==> src/design/ist_pkg.sv <==
// shared types and constants for the integer set table
// no dependencies; imported by the interfaces, datapath, controller and top level
package ist_pkg;

   localparam int ValueWidth = 32;
   localparam int CountOutWidth = 5;

   typedef logic [1:0] op_type;

   localparam op_type OP_ADD      = 2'd0;
   localparam op_type OP_REMOVE   = 2'd1;
   localparam op_type OP_CONTAINS = 2'd2;
   localparam op_type OP_DUMP     = 2'd3;

   // controller to datapath
   typedef struct packed {
      logic accept;    // latch request, start first scan
      logic scan;      // run one scan step
      logic rescan;    // start next dump pass
      logic last_rd;   // read the last occupied entry
      logic add_wr;    // append value
      logic rem_wr;    // move last entry into the found slot
      logic load_rsp;  // load the response register
   } ist_cmd_type;

   // datapath to controller
   typedef struct packed {
      logic   scan_done;
      logic   found;
      logic   full;
      logic   dump_last;
      op_type op;
   } ist_sts_type;

endpackage

==> src/design/ist_if.sv <==
// request and response channel interfaces of the integer set table
// depends on ist_pkg
interface ist_req_if;
   logic                                valid;
   logic                                ready;
   ist_pkg::op_type                     operation;
   logic signed [ist_pkg::ValueWidth-1:0] value;

   modport source (output valid, operation, value, input ready);
   modport sink (input valid, operation, value, output ready);
endinterface

interface ist_rsp_if;
   logic                                     valid;
   logic                                     ready;
   logic                                     was_present;
   logic                                     rejected_full;
   logic [ist_pkg::CountOutWidth-1:0]        member_count;
   logic signed [ist_pkg::ValueWidth-1:0]    element;
   logic                                     element_valid;
   logic                                     last;

   modport source (output valid, was_present, rejected_full, member_count, element,
                   element_valid, last, input ready);
   modport sink (input valid, was_present, rejected_full, member_count, element,
                 element_valid, last, output ready);
endinterface

==> src/design/ist_ram.sv <==
// generic single write port, single read port ram with registered read
// no dependencies
module ist_ram #(
   parameter int WIDTH = 32,
   parameter int DEPTH = 16
) (
   input  logic                                   clock,
   input  logic                                   wr_en,
   input  logic [((DEPTH > 1) ? $clog2(DEPTH) : 1)-1:0] wr_addr,
   input  logic [WIDTH-1:0]                       wr_data,
   input  logic [((DEPTH > 1) ? $clog2(DEPTH) : 1)-1:0] rd_addr,
   output logic [WIDTH-1:0]                       rd_data
);

   logic [WIDTH-1:0] mem_ff [DEPTH];
   logic [WIDTH-1:0] rd_data_ff;

   always_ff @(posedge clock) begin
      if (wr_en) begin
         mem_ff[wr_addr] <= wr_data;
      end
      rd_data_ff <= mem_ff[rd_addr];
   end

   assign rd_data = rd_data_ff;

endmodule

==> src/design/ist_datapath.sv <==
// datapath of the integer set table: member store, scan unit, count and response word
// depends on ist_pkg and ist_ram
module ist_datapath #(
   parameter int CAPACITY = 16
) (
   input  logic                                   clock,
   input  logic                                   reset,
   input  ist_pkg::ist_cmd_type                   cmd,
   output ist_pkg::ist_sts_type                   sts,
   input  ist_pkg::op_type                        req_operation,
   input  logic signed [ist_pkg::ValueWidth-1:0]  req_value,
   output logic                                   rsp_was_present,
   output logic                                   rsp_rejected_full,
   output logic [ist_pkg::CountOutWidth-1:0]      rsp_member_count,
   output logic signed [ist_pkg::ValueWidth-1:0]  rsp_element,
   output logic                                   rsp_element_valid,
   output logic                                   rsp_last
);
   import ist_pkg::*;

   localparam int CW = $clog2(CAPACITY + 1);
   localparam int IW = (CAPACITY > 1) ? $clog2(CAPACITY) : 1;

   op_type                 op_ff;
   logic signed [ValueWidth-1:0] value_ff;
   logic [CW-1:0]          count_ff, count_in;
   logic [CW-1:0]          scan_idx_ff, scan_idx_in;
   logic                   pend_ff, pend_in;
   logic [IW-1:0]          pend_idx_ff, pend_idx_in;
   logic                   found_ff, found_in;
   logic [IW-1:0]          slot_ff, slot_in;
   logic signed [ValueWidth-1:0] best_ff, best_in;
   logic                   best_valid_ff, best_valid_in;
   logic signed [ValueWidth-1:0] prev_ff, prev_in;
   logic                   prev_valid_ff, prev_valid_in;
   logic [CW-1:0]          emitted_ff, emitted_in;
   logic                   added_ff;

   logic                   was_present_ff, rejected_full_ff, element_valid_ff, last_ff;
   logic [CW-1:0]          member_count_ff;
   logic signed [ValueWidth-1:0] element_ff;

   logic                   wr_en;
   logic [IW-1:0]          wr_addr, rd_addr;
   logic [ValueWidth-1:0]  wr_data, rd_raw;
   logic signed [ValueWidth-1:0] rd_data;
   logic [CW-1:0]          count_m1, emitted_p1;
   logic [CW+CountOutWidth-1:0] count_ext;
   logic                   issue, is_dump, empty, full, dump_last;
   logic                   above_prev, below_best;

   assign count_m1   = count_ff - CW'(1);
   assign emitted_p1 = emitted_ff + CW'(1);
   assign issue      = cmd.scan && (scan_idx_ff < count_ff);
   assign is_dump    = (op_ff == OP_DUMP);
   assign empty      = (count_ff == '0);
   assign full       = (count_ff == CW'(CAPACITY));
   assign dump_last  = empty || (emitted_p1 == count_ff);
   assign rd_data    = rd_raw;

   // signed ordering for the dump search
   assign above_prev = !prev_valid_ff || (rd_data > prev_ff);
   assign below_best = !best_valid_ff || (rd_data < best_ff);

   // member store
   assign rd_addr = cmd.last_rd ? count_m1[IW-1:0] : scan_idx_ff[IW-1:0];
   assign wr_en   = cmd.add_wr || cmd.rem_wr;
   assign wr_addr = cmd.add_wr ? count_ff[IW-1:0] : slot_ff;
   assign wr_data = cmd.add_wr ? value_ff : rd_raw;

   ist_ram #(
      .WIDTH (ValueWidth),
      .DEPTH (CAPACITY)
   ) u_ram (
      .clock   (clock),
      .wr_en   (wr_en),
      .wr_addr (wr_addr),
      .wr_data (wr_data),
      .rd_addr (rd_addr),
      .rd_data (rd_raw)
   );

   always_comb begin
      scan_idx_in   = scan_idx_ff;
      pend_in       = pend_ff;
      pend_idx_in   = pend_idx_ff;
      found_in      = found_ff;
      slot_in       = slot_ff;
      best_in       = best_ff;
      best_valid_in = best_valid_ff;
      prev_in       = prev_ff;
      prev_valid_in = prev_valid_ff;
      emitted_in    = emitted_ff;
      count_in      = count_ff;
      if (cmd.accept) begin
         scan_idx_in   = '0;
         pend_in       = 1'b0;
         found_in      = 1'b0;
         best_valid_in = 1'b0;
         prev_valid_in = 1'b0;
         emitted_in    = '0;
      end else if (cmd.rescan) begin
         scan_idx_in   = '0;
         pend_in       = 1'b0;
         best_valid_in = 1'b0;
         prev_in       = best_ff;
         prev_valid_in = 1'b1;
         emitted_in    = emitted_p1;
      end else begin
         // issue one read per cycle, compare the word that comes back next cycle
         pend_in = issue;
         if (issue) begin
            scan_idx_in = scan_idx_ff + CW'(1);
            pend_idx_in = scan_idx_ff[IW-1:0];
         end
         if (pend_ff) begin
            if (is_dump) begin
               if (above_prev && below_best) begin
                  best_in       = rd_data;
                  best_valid_in = 1'b1;
               end
            end else if (rd_data == value_ff) begin
               found_in = 1'b1;
               slot_in  = pend_idx_ff;
            end
         end
      end
      if (cmd.add_wr) begin
         count_in = count_ff + CW'(1);
      end else if (cmd.rem_wr) begin
         count_in = count_m1;
      end
   end

   always_ff @(posedge clock) begin
      if (reset) begin
         count_ff      <= '0;
         pend_ff       <= 1'b0;
         scan_idx_ff   <= '0;
         found_ff      <= 1'b0;
         best_valid_ff <= 1'b0;
         prev_valid_ff <= 1'b0;
         emitted_ff    <= '0;
         added_ff      <= 1'b0;
      end else begin
         count_ff      <= count_in;
         pend_ff       <= pend_in;
         scan_idx_ff   <= scan_idx_in;
         found_ff      <= found_in;
         best_valid_ff <= best_valid_in;
         prev_valid_ff <= prev_valid_in;
         emitted_ff    <= emitted_in;
         added_ff      <= cmd.add_wr;
      end
   end

   always_ff @(posedge clock) begin
      pend_idx_ff <= pend_idx_in;
      slot_ff     <= slot_in;
      best_ff     <= best_in;
      prev_ff     <= prev_in;
      if (cmd.accept) begin
         op_ff    <= req_operation;
         value_ff <= req_value;
      end
      if (cmd.load_rsp) begin
         was_present_ff   <= !is_dump && found_ff;
         // after an append the count already holds the new value
         rejected_full_ff <= (op_ff == OP_ADD) && !found_ff && full && !added_ff;
         member_count_ff  <= count_ff;
         element_ff       <= (is_dump && !empty) ? best_ff : '0;
         element_valid_ff <= is_dump && !empty;
         last_ff          <= !is_dump || dump_last;
      end
   end

   assign sts.scan_done = !pend_ff && !(scan_idx_ff < count_ff);
   assign sts.found     = found_ff;
   assign sts.full      = full;
   assign sts.dump_last = dump_last;
   assign sts.op        = op_ff;

   assign count_ext         = {{CountOutWidth{1'b0}}, member_count_ff};
   assign rsp_was_present   = was_present_ff;
   assign rsp_rejected_full = rejected_full_ff;
   assign rsp_member_count  = count_ext[CountOutWidth-1:0];
   assign rsp_element       = element_ff;
   assign rsp_element_valid = element_valid_ff;
   assign rsp_last          = last_ff;

endmodule

==> src/design/ist_controller.sv <==
// controller of the integer set table: sequences scans, writes and response words
// depends on ist_pkg
module ist_controller (
   input  logic                 clock,
   input  logic                 reset,
   input  logic                 req_valid,
   output logic                 req_ready,
   output logic                 rsp_valid,
   input  logic                 rsp_ready,
   input  ist_pkg::ist_sts_type sts,
   output ist_pkg::ist_cmd_type cmd
);
   import ist_pkg::*;

   localparam logic [2:0] S_IDLE   = 3'd0;
   localparam logic [2:0] S_SCAN   = 3'd1;
   localparam logic [2:0] S_REM_WR = 3'd2;
   localparam logic [2:0] S_LOAD   = 3'd3;
   localparam logic [2:0] S_RESP   = 3'd4;

   logic [2:0] state_ff, state_in;

   assign req_ready = (state_ff == S_IDLE);
   assign rsp_valid = (state_ff == S_RESP);

   always_comb begin
      state_in = state_ff;
      cmd      = '0;
      case (state_ff)
         S_IDLE: begin
            if (req_valid) begin
               cmd.accept = 1'b1;
               state_in   = S_SCAN;
            end
         end
         S_SCAN: begin
            cmd.scan = 1'b1;
            if (sts.scan_done) begin
               if (sts.op == OP_DUMP) begin
                  cmd.load_rsp = 1'b1;
                  state_in     = S_RESP;
               end else if (sts.op == OP_ADD && !sts.found && !sts.full) begin
                  cmd.add_wr = 1'b1;
                  state_in   = S_LOAD;
               end else if (sts.op == OP_REMOVE && sts.found) begin
                  cmd.last_rd = 1'b1;
                  state_in    = S_REM_WR;
               end else begin
                  cmd.load_rsp = 1'b1;
                  state_in     = S_RESP;
               end
            end
         end
         S_REM_WR: begin
            cmd.rem_wr = 1'b1;
            state_in   = S_LOAD;
         end
         S_LOAD: begin
            cmd.load_rsp = 1'b1;
            state_in     = S_RESP;
         end
         S_RESP: begin
            if (rsp_ready) begin
               if (sts.op == OP_DUMP && !sts.dump_last) begin
                  cmd.rescan = 1'b1;
                  state_in   = S_SCAN;
               end else begin
                  state_in = S_IDLE;
               end
            end
         end
         default: begin
            state_in = S_IDLE;
         end
      endcase
   end

   always_ff @(posedge clock) begin
      if (reset) begin
         state_ff <= S_IDLE;
      end else begin
         state_ff <= state_in;
      end
   end

endmodule

==> src/design/integer_set_table_core.sv <==
// integer set table: add, remove, contains and sorted dump over up to CAPACITY members
// add/remove/contains: one response word, after a scan of the stored entries and any write
// dump: one word per member in ascending signed order, each after a fresh scan once the last is taken
// a new request is accepted on the cycle after the last word of the previous one has gone
// the single ram read port scans one entry per cycle
// synchronous active-high reset empties the set; stored entries are not cleared
module integer_set_table_core #(
   parameter int CAPACITY = 16
) (
   input  logic          clock,
   input  logic          reset,
   ist_req_if.sink       req_ch,
   ist_rsp_if.source     rsp_ch
);
   import ist_pkg::*;

   // command and status between sequencer and datapath
   ist_cmd_type cmd;
   ist_sts_type sts;

   // sequencer: owns the handshakes, one request in flight at a time
   ist_controller u_ctrl (
      .clock     (clock),
      .reset     (reset),
      .req_valid (req_ch.valid),
      .req_ready (req_ch.ready),
      .rsp_valid (rsp_ch.valid),
      .rsp_ready (rsp_ch.ready),
      .sts       (sts),
      .cmd       (cmd)
   );

   // datapath: member ram, scan/compare unit, member count and response register
   ist_datapath #(
      .CAPACITY (CAPACITY)
   ) u_dp (
      .clock             (clock),
      .reset             (reset),
      .cmd               (cmd),
      .sts               (sts),
      .req_operation     (req_ch.operation),
      .req_value         (req_ch.value),
      .rsp_was_present   (rsp_ch.was_present),
      .rsp_rejected_full (rsp_ch.rejected_full),
      .rsp_member_count  (rsp_ch.member_count),
      .rsp_element       (rsp_ch.element),
      .rsp_element_valid (rsp_ch.element_valid),
      .rsp_last          (rsp_ch.last)
   );

endmodule

==> src/flat_wrapper.sv <==
// flat-port wrapper written by rule: the top's interface ports become plain ports
module integer_set_table_core_flat import ist_pkg::*;
#(
   parameter int CAPACITY = 16
)
  (clock, reset, req_ch_valid, req_ch_operation, req_ch_value, req_ch_ready, rsp_ch_valid, rsp_ch_was_present, rsp_ch_rejected_full, rsp_ch_member_count, rsp_ch_element, rsp_ch_element_valid, rsp_ch_last, rsp_ch_ready);
  ist_req_if req_ch_i ();
  ist_rsp_if rsp_ch_i ();
  input  logic clock;
  input  logic reset;
  input wire logic [$bits(req_ch_i.valid)-1:0] req_ch_valid;
  input wire logic [$bits(req_ch_i.operation)-1:0] req_ch_operation;
  input wire logic [$bits(req_ch_i.value)-1:0] req_ch_value;
  output wire logic [$bits(req_ch_i.ready)-1:0] req_ch_ready;
  output wire logic [$bits(rsp_ch_i.valid)-1:0] rsp_ch_valid;
  output wire logic [$bits(rsp_ch_i.was_present)-1:0] rsp_ch_was_present;
  output wire logic [$bits(rsp_ch_i.rejected_full)-1:0] rsp_ch_rejected_full;
  output wire logic [$bits(rsp_ch_i.member_count)-1:0] rsp_ch_member_count;
  output wire logic [$bits(rsp_ch_i.element)-1:0] rsp_ch_element;
  output wire logic [$bits(rsp_ch_i.element_valid)-1:0] rsp_ch_element_valid;
  output wire logic [$bits(rsp_ch_i.last)-1:0] rsp_ch_last;
  input wire logic [$bits(rsp_ch_i.ready)-1:0] rsp_ch_ready;
  assign req_ch_i.valid = req_ch_valid;
  assign req_ch_i.operation = req_ch_operation;
  assign req_ch_i.value = req_ch_value;
  assign req_ch_ready = req_ch_i.ready;
  assign rsp_ch_valid = rsp_ch_i.valid;
  assign rsp_ch_was_present = rsp_ch_i.was_present;
  assign rsp_ch_rejected_full = rsp_ch_i.rejected_full;
  assign rsp_ch_member_count = rsp_ch_i.member_count;
  assign rsp_ch_element = rsp_ch_i.element;
  assign rsp_ch_element_valid = rsp_ch_i.element_valid;
  assign rsp_ch_last = rsp_ch_i.last;
  assign rsp_ch_i.ready = rsp_ch_ready;
  integer_set_table_core #(.CAPACITY(CAPACITY)) u_core (.clock(clock), .reset(reset), .req_ch(req_ch_i), .rsp_ch(rsp_ch_i));
endmodule
==> config.mk <==
export PLATFORM = sky130hd
export DESIGN_NAME = integer_set_table_core_flat
export DESIGN_NICKNAME = d
export VERILOG_FILES = /design/src/design/ist_pkg.sv /design/src/design/ist_if.sv /design/src/design/ist_ram.sv /design/src/design/ist_datapath.sv /design/src/design/ist_controller.sv /design/src/design/integer_set_table_core.sv /design/src/flat_wrapper.sv
export SDC_FILE = /design/constraint.sdc
export NUM_CORES = 1
export LEC_CHECK = 0
export ABC_CLOCK_PERIOD_IN_PS = 4150
export BUFFER_PORTS_ARGS = -buffer_cell sky130_fd_sc_hd__buf_2
export CORE_MARGIN = 1
export CORE_UTILIZATION = 40
export CTS_CLUSTER_DIAMETER = 200
export DETAILED_ROUTE_END_ITERATION = 6
export GPL_ROUTABILITY_DRIVEN = 0
export PLACE_DENSITY = 0.63
export SYNTH_ARGS = -nofsm -noshare
export SYNTH_HDL_FRONTEND = slang
export SYNTH_SLANG_ARGS = --single-unit
==> constraint.sdc <==
create_clock -name clock -period 4.15 [get_ports clock]
set_input_delay 0 -clock clock [delete_from_list [all_inputs] [get_ports clock]]
set_output_delay 0 -clock clock [all_outputs]
set_load 0.01 [all_outputs]
Word-level counts from Yosys, hierarchy flattened
Memories as Yosys holds them, arrays and structs flattened. A register that Yosys moved wholly into a read port is not among the register bits.
Cells that the tools add are included.
W data, S select, Z words.
Cells by class
  add/sub/neg operators: 4
  $mul: 0
  divide/modulo/power cells: 0
  magnitude comparators: 3
  equal/unequal tests: 12
  shift operators: 0
  multiplexer cells: 33
  bitwise operators: 3
  reductions and logical operators: 39
Operators with widths (number)
  $eq A32 B32 Y1: 1
  $gt A32 B32 Y1: 1
  $lt A32 B32 Y1: 1
  $mux W32: 1
  $mux W3: 6
  $mux W1: 17
  $add A5 B1 Y5 const B: 3
  $pmux W3 S5: 1
  $logic_and A1 B1 Y1: 11
  $logic_not A1 Y1: 10
  $mux W5: 2
  $reduce_and A5 Y1: 2
  $reduce_and A3 Y1: 3
  $mux W4: 2
  $eq A3 B2 Y1 const B: 2
  $mux W2: 3
  $eq A5 B5 Y1: 1
  $eq A5 B5 Y1 const B: 1
  $logic_not A5 Y1: 1
  $logic_or A1 B1 Y1: 5
  $lt A5 B5 Y1: 1
  $sub A5 B1 Y5 const B: 1
  $ne A2 B1 Y1 const B: 2
  $reduce_and A4 Y1: 1
  other kinds (13): 15
Word-level totals
  register bits: 170
  bits in latches: 0
  memory bits (writable): 512
  ROM bits: 0
  logic and storage cells: 116
  memories kept: 1
Memory list
  u_core.u_dp.u_ram.mem_ff: words 16, width 32, read ports 1, clocked after Yosys merged registers in 1, write ports 1, RTL line ist_ram.sv:15  | logic [WIDTH-1:0] mem_ff [DEPTH];

Longest topological paths before layout
  depth in word-level cells: 10
  gate-level depth with buffers: 14
  gate-level depth less buffers: 9

By module
From an unflattened synthesis, not the netlist that was laid out.
Unflattened totals
  cell total of the unflattened synthesis: 1535
  area, all modules: 28393.5 µm²
By module, submodules not included
  ist_ram: times used 1, cells each 838, area each 19854.0 µm²
  ist_datapath: times used 1, cells each 658, area each 8272.9 µm²
  ist_controller: times used 1, cells each 39, area each 266.5 µm²

Worst setup path after synthesis
Ideal clock, no wire load.
  path kind: register to register
  start: register u_core.u_dp.count_ff[0]
  end: register u_core.u_dp.best_ff[0], enable pin
  library setup time: 404 ps
  data arrival time: 4179 ps
  required time: 3746 ps
  setup slack: -433 ps
  stages on the path, launching flop included: 10
  clock period less this slack: 4583 ps
  path through: dfxtp_1 > buf_2 > clkinv_1 > ha_1 > a31oi_1 > nand3_1 > a21oi_1 > or2_2 > nor2_1 > and3_1
Between the ends
  word-level cells in the longest chain between the ends: 9
RTL lines
  start: declaration: RTL line ist_datapath.sv:26  | logic [CW-1:0] count_ff, count_in;
  start signal: assignment: RTL line ist_datapath.sv:146  | count_ff <= count_in;
  $eq A5 B5 Y1 or $logic_not A5 Y1 (tied branches): RTL line ist_datapath.sv:58, ist_datapath.sv:56
  $logic_or A1 B1 Y1 (*): RTL line ist_datapath.sv:58  | assign dump_last = empty || (emitted_p1 == count_ff);
  $logic_not A1 Y1 (*): RTL line ist_controller.sv:64  | if (sts.op == OP_DUMP && !sts.dump_last) begin
  $logic_and A1 B1 Y1 (*): RTL line ist_controller.sv:64
  $mux W1 (*): RTL line ist_controller.sv:64
  $mux W1 (*): RTL line ist_controller.sv:63  | if (rsp_ready) begin
  $mux W1 (*): RTL line ist_controller.sv:29  | case (state_ff)
  $not A1 Y1 (no source line) (*)
  $reduce_and A5 Y1 (no source line) (*)
  end signal: assignment: RTL line ist_datapath.sv:160  | best_ff <= best_in;
  end: declaration: RTL line ist_datapath.sv:32  | logic signed [ValueWidth-1:0] best_ff, best_in;
Mark *: on every way between the ends. The rest lies on a longest branch, timed or not.
A chain may end at the register's enable or synchronous reset.

Final worst setup path
  start: register u_core.u_dp.count_ff[1]
  end: register u_core.u_dp.u_ram.rd_data_ff[8], in the netlist u_core.u_dp.u_ram.rd_data[8] (read register of u_core.u_dp.u_ram.mem_ff)
Between the ends
  word-level cells in the longest chain between the ends: 8
RTL lines
  $eq A5 B5 Y1: RTL line ist_datapath.sv:57  | assign full = (count_ff == CW'(CAPACITY));
  $logic_not A1 Y1: RTL line ist_controller.sv:42  | end else if (sts.op == OP_ADD && !sts.found && !sts.full) begin
  $logic_and A1 B1 Y1: RTL line ist_controller.sv:42
  $mux W1: RTL line ist_controller.sv:42
  $mux W2: RTL line ist_controller.sv:39  | if (sts.op == OP_DUMP) begin
  $mux W2: RTL line ist_controller.sv:38  | if (sts.scan_done) begin
  $mux W2: RTL line ist_controller.sv:29
  $mux W4 (*): RTL line ist_datapath.sv:66  | assign rd_addr = cmd.last_rd ? count_m1[IW-1:0] : scan_idx_ff[IW-1:0];
  end: declaration: RTL line ist_ram.sv:16  | logic [WIDTH-1:0] rd_data_ff;
Marked as above.

==> results.yml <==
power:
  combPwrFrac: 0.164
  seqPwrFrac: 0.478
  p_int_mw: 13.5
  switching_power_mw: 5.35
  peakVddDrop_uv: 385
  switching_share: 0.283
  power.leakage_nw: 11.8
  p_clk_frac: 0.358
  powerDensity_nw_per_um2: 539
placement:
  pre_cts_slack_ns: 0.552
  place_inst: 3088
  dpl.hpwl_um: 48400
  io_buffers: 80
final_layout:
  area.growth.synth_to_final_pct: 16.8
  mostFrequentLayoutCells: "659 x edfxtp_1, 292 x a21oi_1, 256 x o31a_1, 130 x o22ai_1, 80 x buf_2"
  regArea_um2: 20900
  multiInputGateArea_um2: 8390
  drive_gt1_frac: 0.151
  diodes: 0
  postLayoutCoreUtil: 0.472
  fin_nets: 2345
  final.fill_count: 6412
  fin_cells: 3266
  final_common_cell: "edfxtp_1"
floorplan:
  start_util: 0.404
  die_area_um2: 76100
  coreArea_um2: 74300
  io_pins: 81
  die_w_um: 276
  rows: 100
  die_h_um: 276
drt:
  wl_per_cell_um: 25.3
  drt-initial-drc-count: 2099
  vias: 19400
  firstDrtPassIters: 6
  drc: 0
  drt-total-wl_um: 82500
  routed_via_density: 5.95
  drtAntennaViolNets: 0
synthesis:
  synth_top_area_cell: "edfxtp_1"
  ys_warn_count: 0
  netlist_area_um2: 30000
  yosysSeqAreaShare: 0.696
  syn_inst: 2116
  syn_avg_cell_area_um2: 14.2
  yosysUniqueCellTypes: 56
  synth_top_flop_cell: "edfxtp_1"
  synth_seq_cells: 714
  synth_edf_count: 659
  yosys-top-cells-area: "edfxtp_1 66%, o31a_1 7.5%, a21oi_1 4.9%"
  synth_nets: 2226
  synth_top_area_frac: 0.660
  async_reset_ff_frac: 0
setup_path:
  worstSetupPathType: "register to register"
  required_ns: 4.64
  rrSetupSlack_ns: 0.44
  worst_setup_path_end_kind: "register"
  arrival_ns: 4.20
  worstPathMaxFanout: 13
  cp-start-kind: "register"
clock_tree:
  clkTransAtPathRegs_ns: 0.06
  insertion_delay_ns: 0.63
  h-tree-depth: 3
  cts_buffers: 76
  clkSinkCount: 714
  cts_tree: "built"
  clock_path_buffers: 3
  cts-root-buf: "clkbuf_16"
job:
  maxCapViolCount: 0
global_routing:
  met2_usage: 0.349
  antenna_found_initial: 2
  grt-ovfl-total: 0
  grtUsageMet1: 0.292
  track_usage: 0.214
  grt_pass1_vias: 19000
  busiest_layer: "met2"
  grt_first_pass_wirelength_um: 122000
  met3_usage: 0.0397
  grt_max_degree: 193
timing:
  fin_skew_ns: 0.0259
  hold_violations: 0
  post-route-min-period_ns: 3.71
  rsz0062_at_grt: "false"
  final.setup.worst_slack_ns: 0.440
  clock.fmax_ghz: 0.270
  tightest_slew_ns: 1.25
  finalCritPeriodShare: 0.894
  final_max_slew_viol_count: 0
  slew_headroom: 0.168
  finalSetupViolCount: 0
min_path:
  hold_path.class: "input port to register"
status:
  outcome: "complete, no violations"
[layer usage]
metal	part of all wire	wire length [um]	vias up
met5	0	0	-
met4	0.019	1600	0
met3	0.084	6900	119
met2	0.47	39100	876
met1	0.42	34900	9828
li1	-	-	8620
[final timing paths]
path	to	depth (start not counted)	from
worst max-delay path	u_core.u_dp.u_ram.rd_data[8]	10	u_core.u_dp.count_ff[1]
worst min-delay path	u_core.u_dp.value_ff[11]	2	req_ch_value[11]
worst max register to register	u_core.u_dp.u_ram.rd_data[8]	10	u_core.u_dp.count_ff[1]
worst min register to register	u_core.u_dp.slot_ff[0]	0	u_core.u_dp.pend_idx_ff[0]
[synthesized netlist by cell type, types with 7 or more instances]
cell / count
clkbuf_1: 126
mux2_2: 31
a211oi_1: 9
nor2_1: 50
o22ai_1: 132
dfxtp_1: 55
nand2b_1: 8
xor2_1: 28
o31a_1: 256
buf_2: 21
nand2_1: 33
buf_1: 12
nor4_1: 16
nand4_1: 21
and2_1: 35
or4_1: 32
nor2b_1: 7
a21o_1: 8
xnor2_1: 26
inv_1: 77
ha_1: 72
nor3_1: 17
edfxtp_1: 659
o21ai_0: 13
nand3_1: 14
a21oi_1: 293
or2_2: 8
[sequential cells by signal, indices dropped and copies added (netlist names), 32 cells and up]
signal and flops:
u_core.u_dp.value_ff 32, u_core.u_dp.rsp_element 32, u_core.u_dp.prev_ff 32, u_core.u_dp.best_ff 32, u_core.u_dp.u_ram.mem_ff 512, u_core.u_dp.u_ram.rd_data 32
[metrics by stage]
stage	hold slack [ns]	setup TNS [ns]	total power [mW]	instance area (um^2)
3_5_place_dp	0.179	0	12.2	32200
6_report	0.0859	0	18.9	35000
4_1_cts	0.0540	0	19.0	35000
3_3_place_gp	0.180	0	12.1	32200
5_1_grt	0.0829	0	19.5	35000
2_1_floorplan	0.0989	-76.83	10.7	30000
[power groups by stage]
stage	Sequential (mW)	Combinational [mW]	Clock [mW]
2_1_floorplan	9.05	1.70	0
3_3_place_gp	9.15	2.97	0
3_5_place_dp	9.16	3.05	0
4_1_cts	9.01	3.10	6.89
5_1_grt	9.05	3.32	7.15
6_report	9.02	3.11	6.76
[layout make-up]
type,instances,share of cell area
clock inverter,42,0.0131
tap,969,0.0346
multi-input combinational,1163,0.239
inverter,78,0.00835
sequential,714,0.596
clock buffer,98,0.0586
timing repair buffer,202,0.0499
[what timing repair did]
action | in CTS | in global routing
hold buffers | 38 | 0
buffers inserted | 0 | 0
resized for setup | 0 | 0
setup endpoints to repair | 0 | 0
hold endpoints to repair | 51 | 0
[cells by family (layout without fill, tap and decap cells)]
| logic type | Yosys count | in the layout | synth area share |
|---|---|---|---|
| AO/OA/AOI/OAI | 744 | 744 | 0.166 |
| flip-flops | 714 | 714 | 0.696 |
| AND/OR/NAND/NOR | 261 | 261 | 0.0485 |
| buffers and inverters | 239 | 420 | 0.0313 |
| adder cells (fa/ha/maj) | 72 | 72 | 0.0300 |
| XOR/XNOR | 54 | 54 | 0.0158 |
| multiplexers | 32 | 32 | 0.0120 |
[worst max-delay path: stages, from the launching register on]
cell and delay, ns:
dfxtp_1 0.51, inv_1 0.20, ha_1 0.24, a21oi_1 0.19, o21a_1 0.27, o21ai_0 0.31
a222oi_1 0.44, nand2b_2 0.50, buf_4 0.29, o22ai_1 0.11, or4_1 0.52
Power figures use the tool's default switching activity.
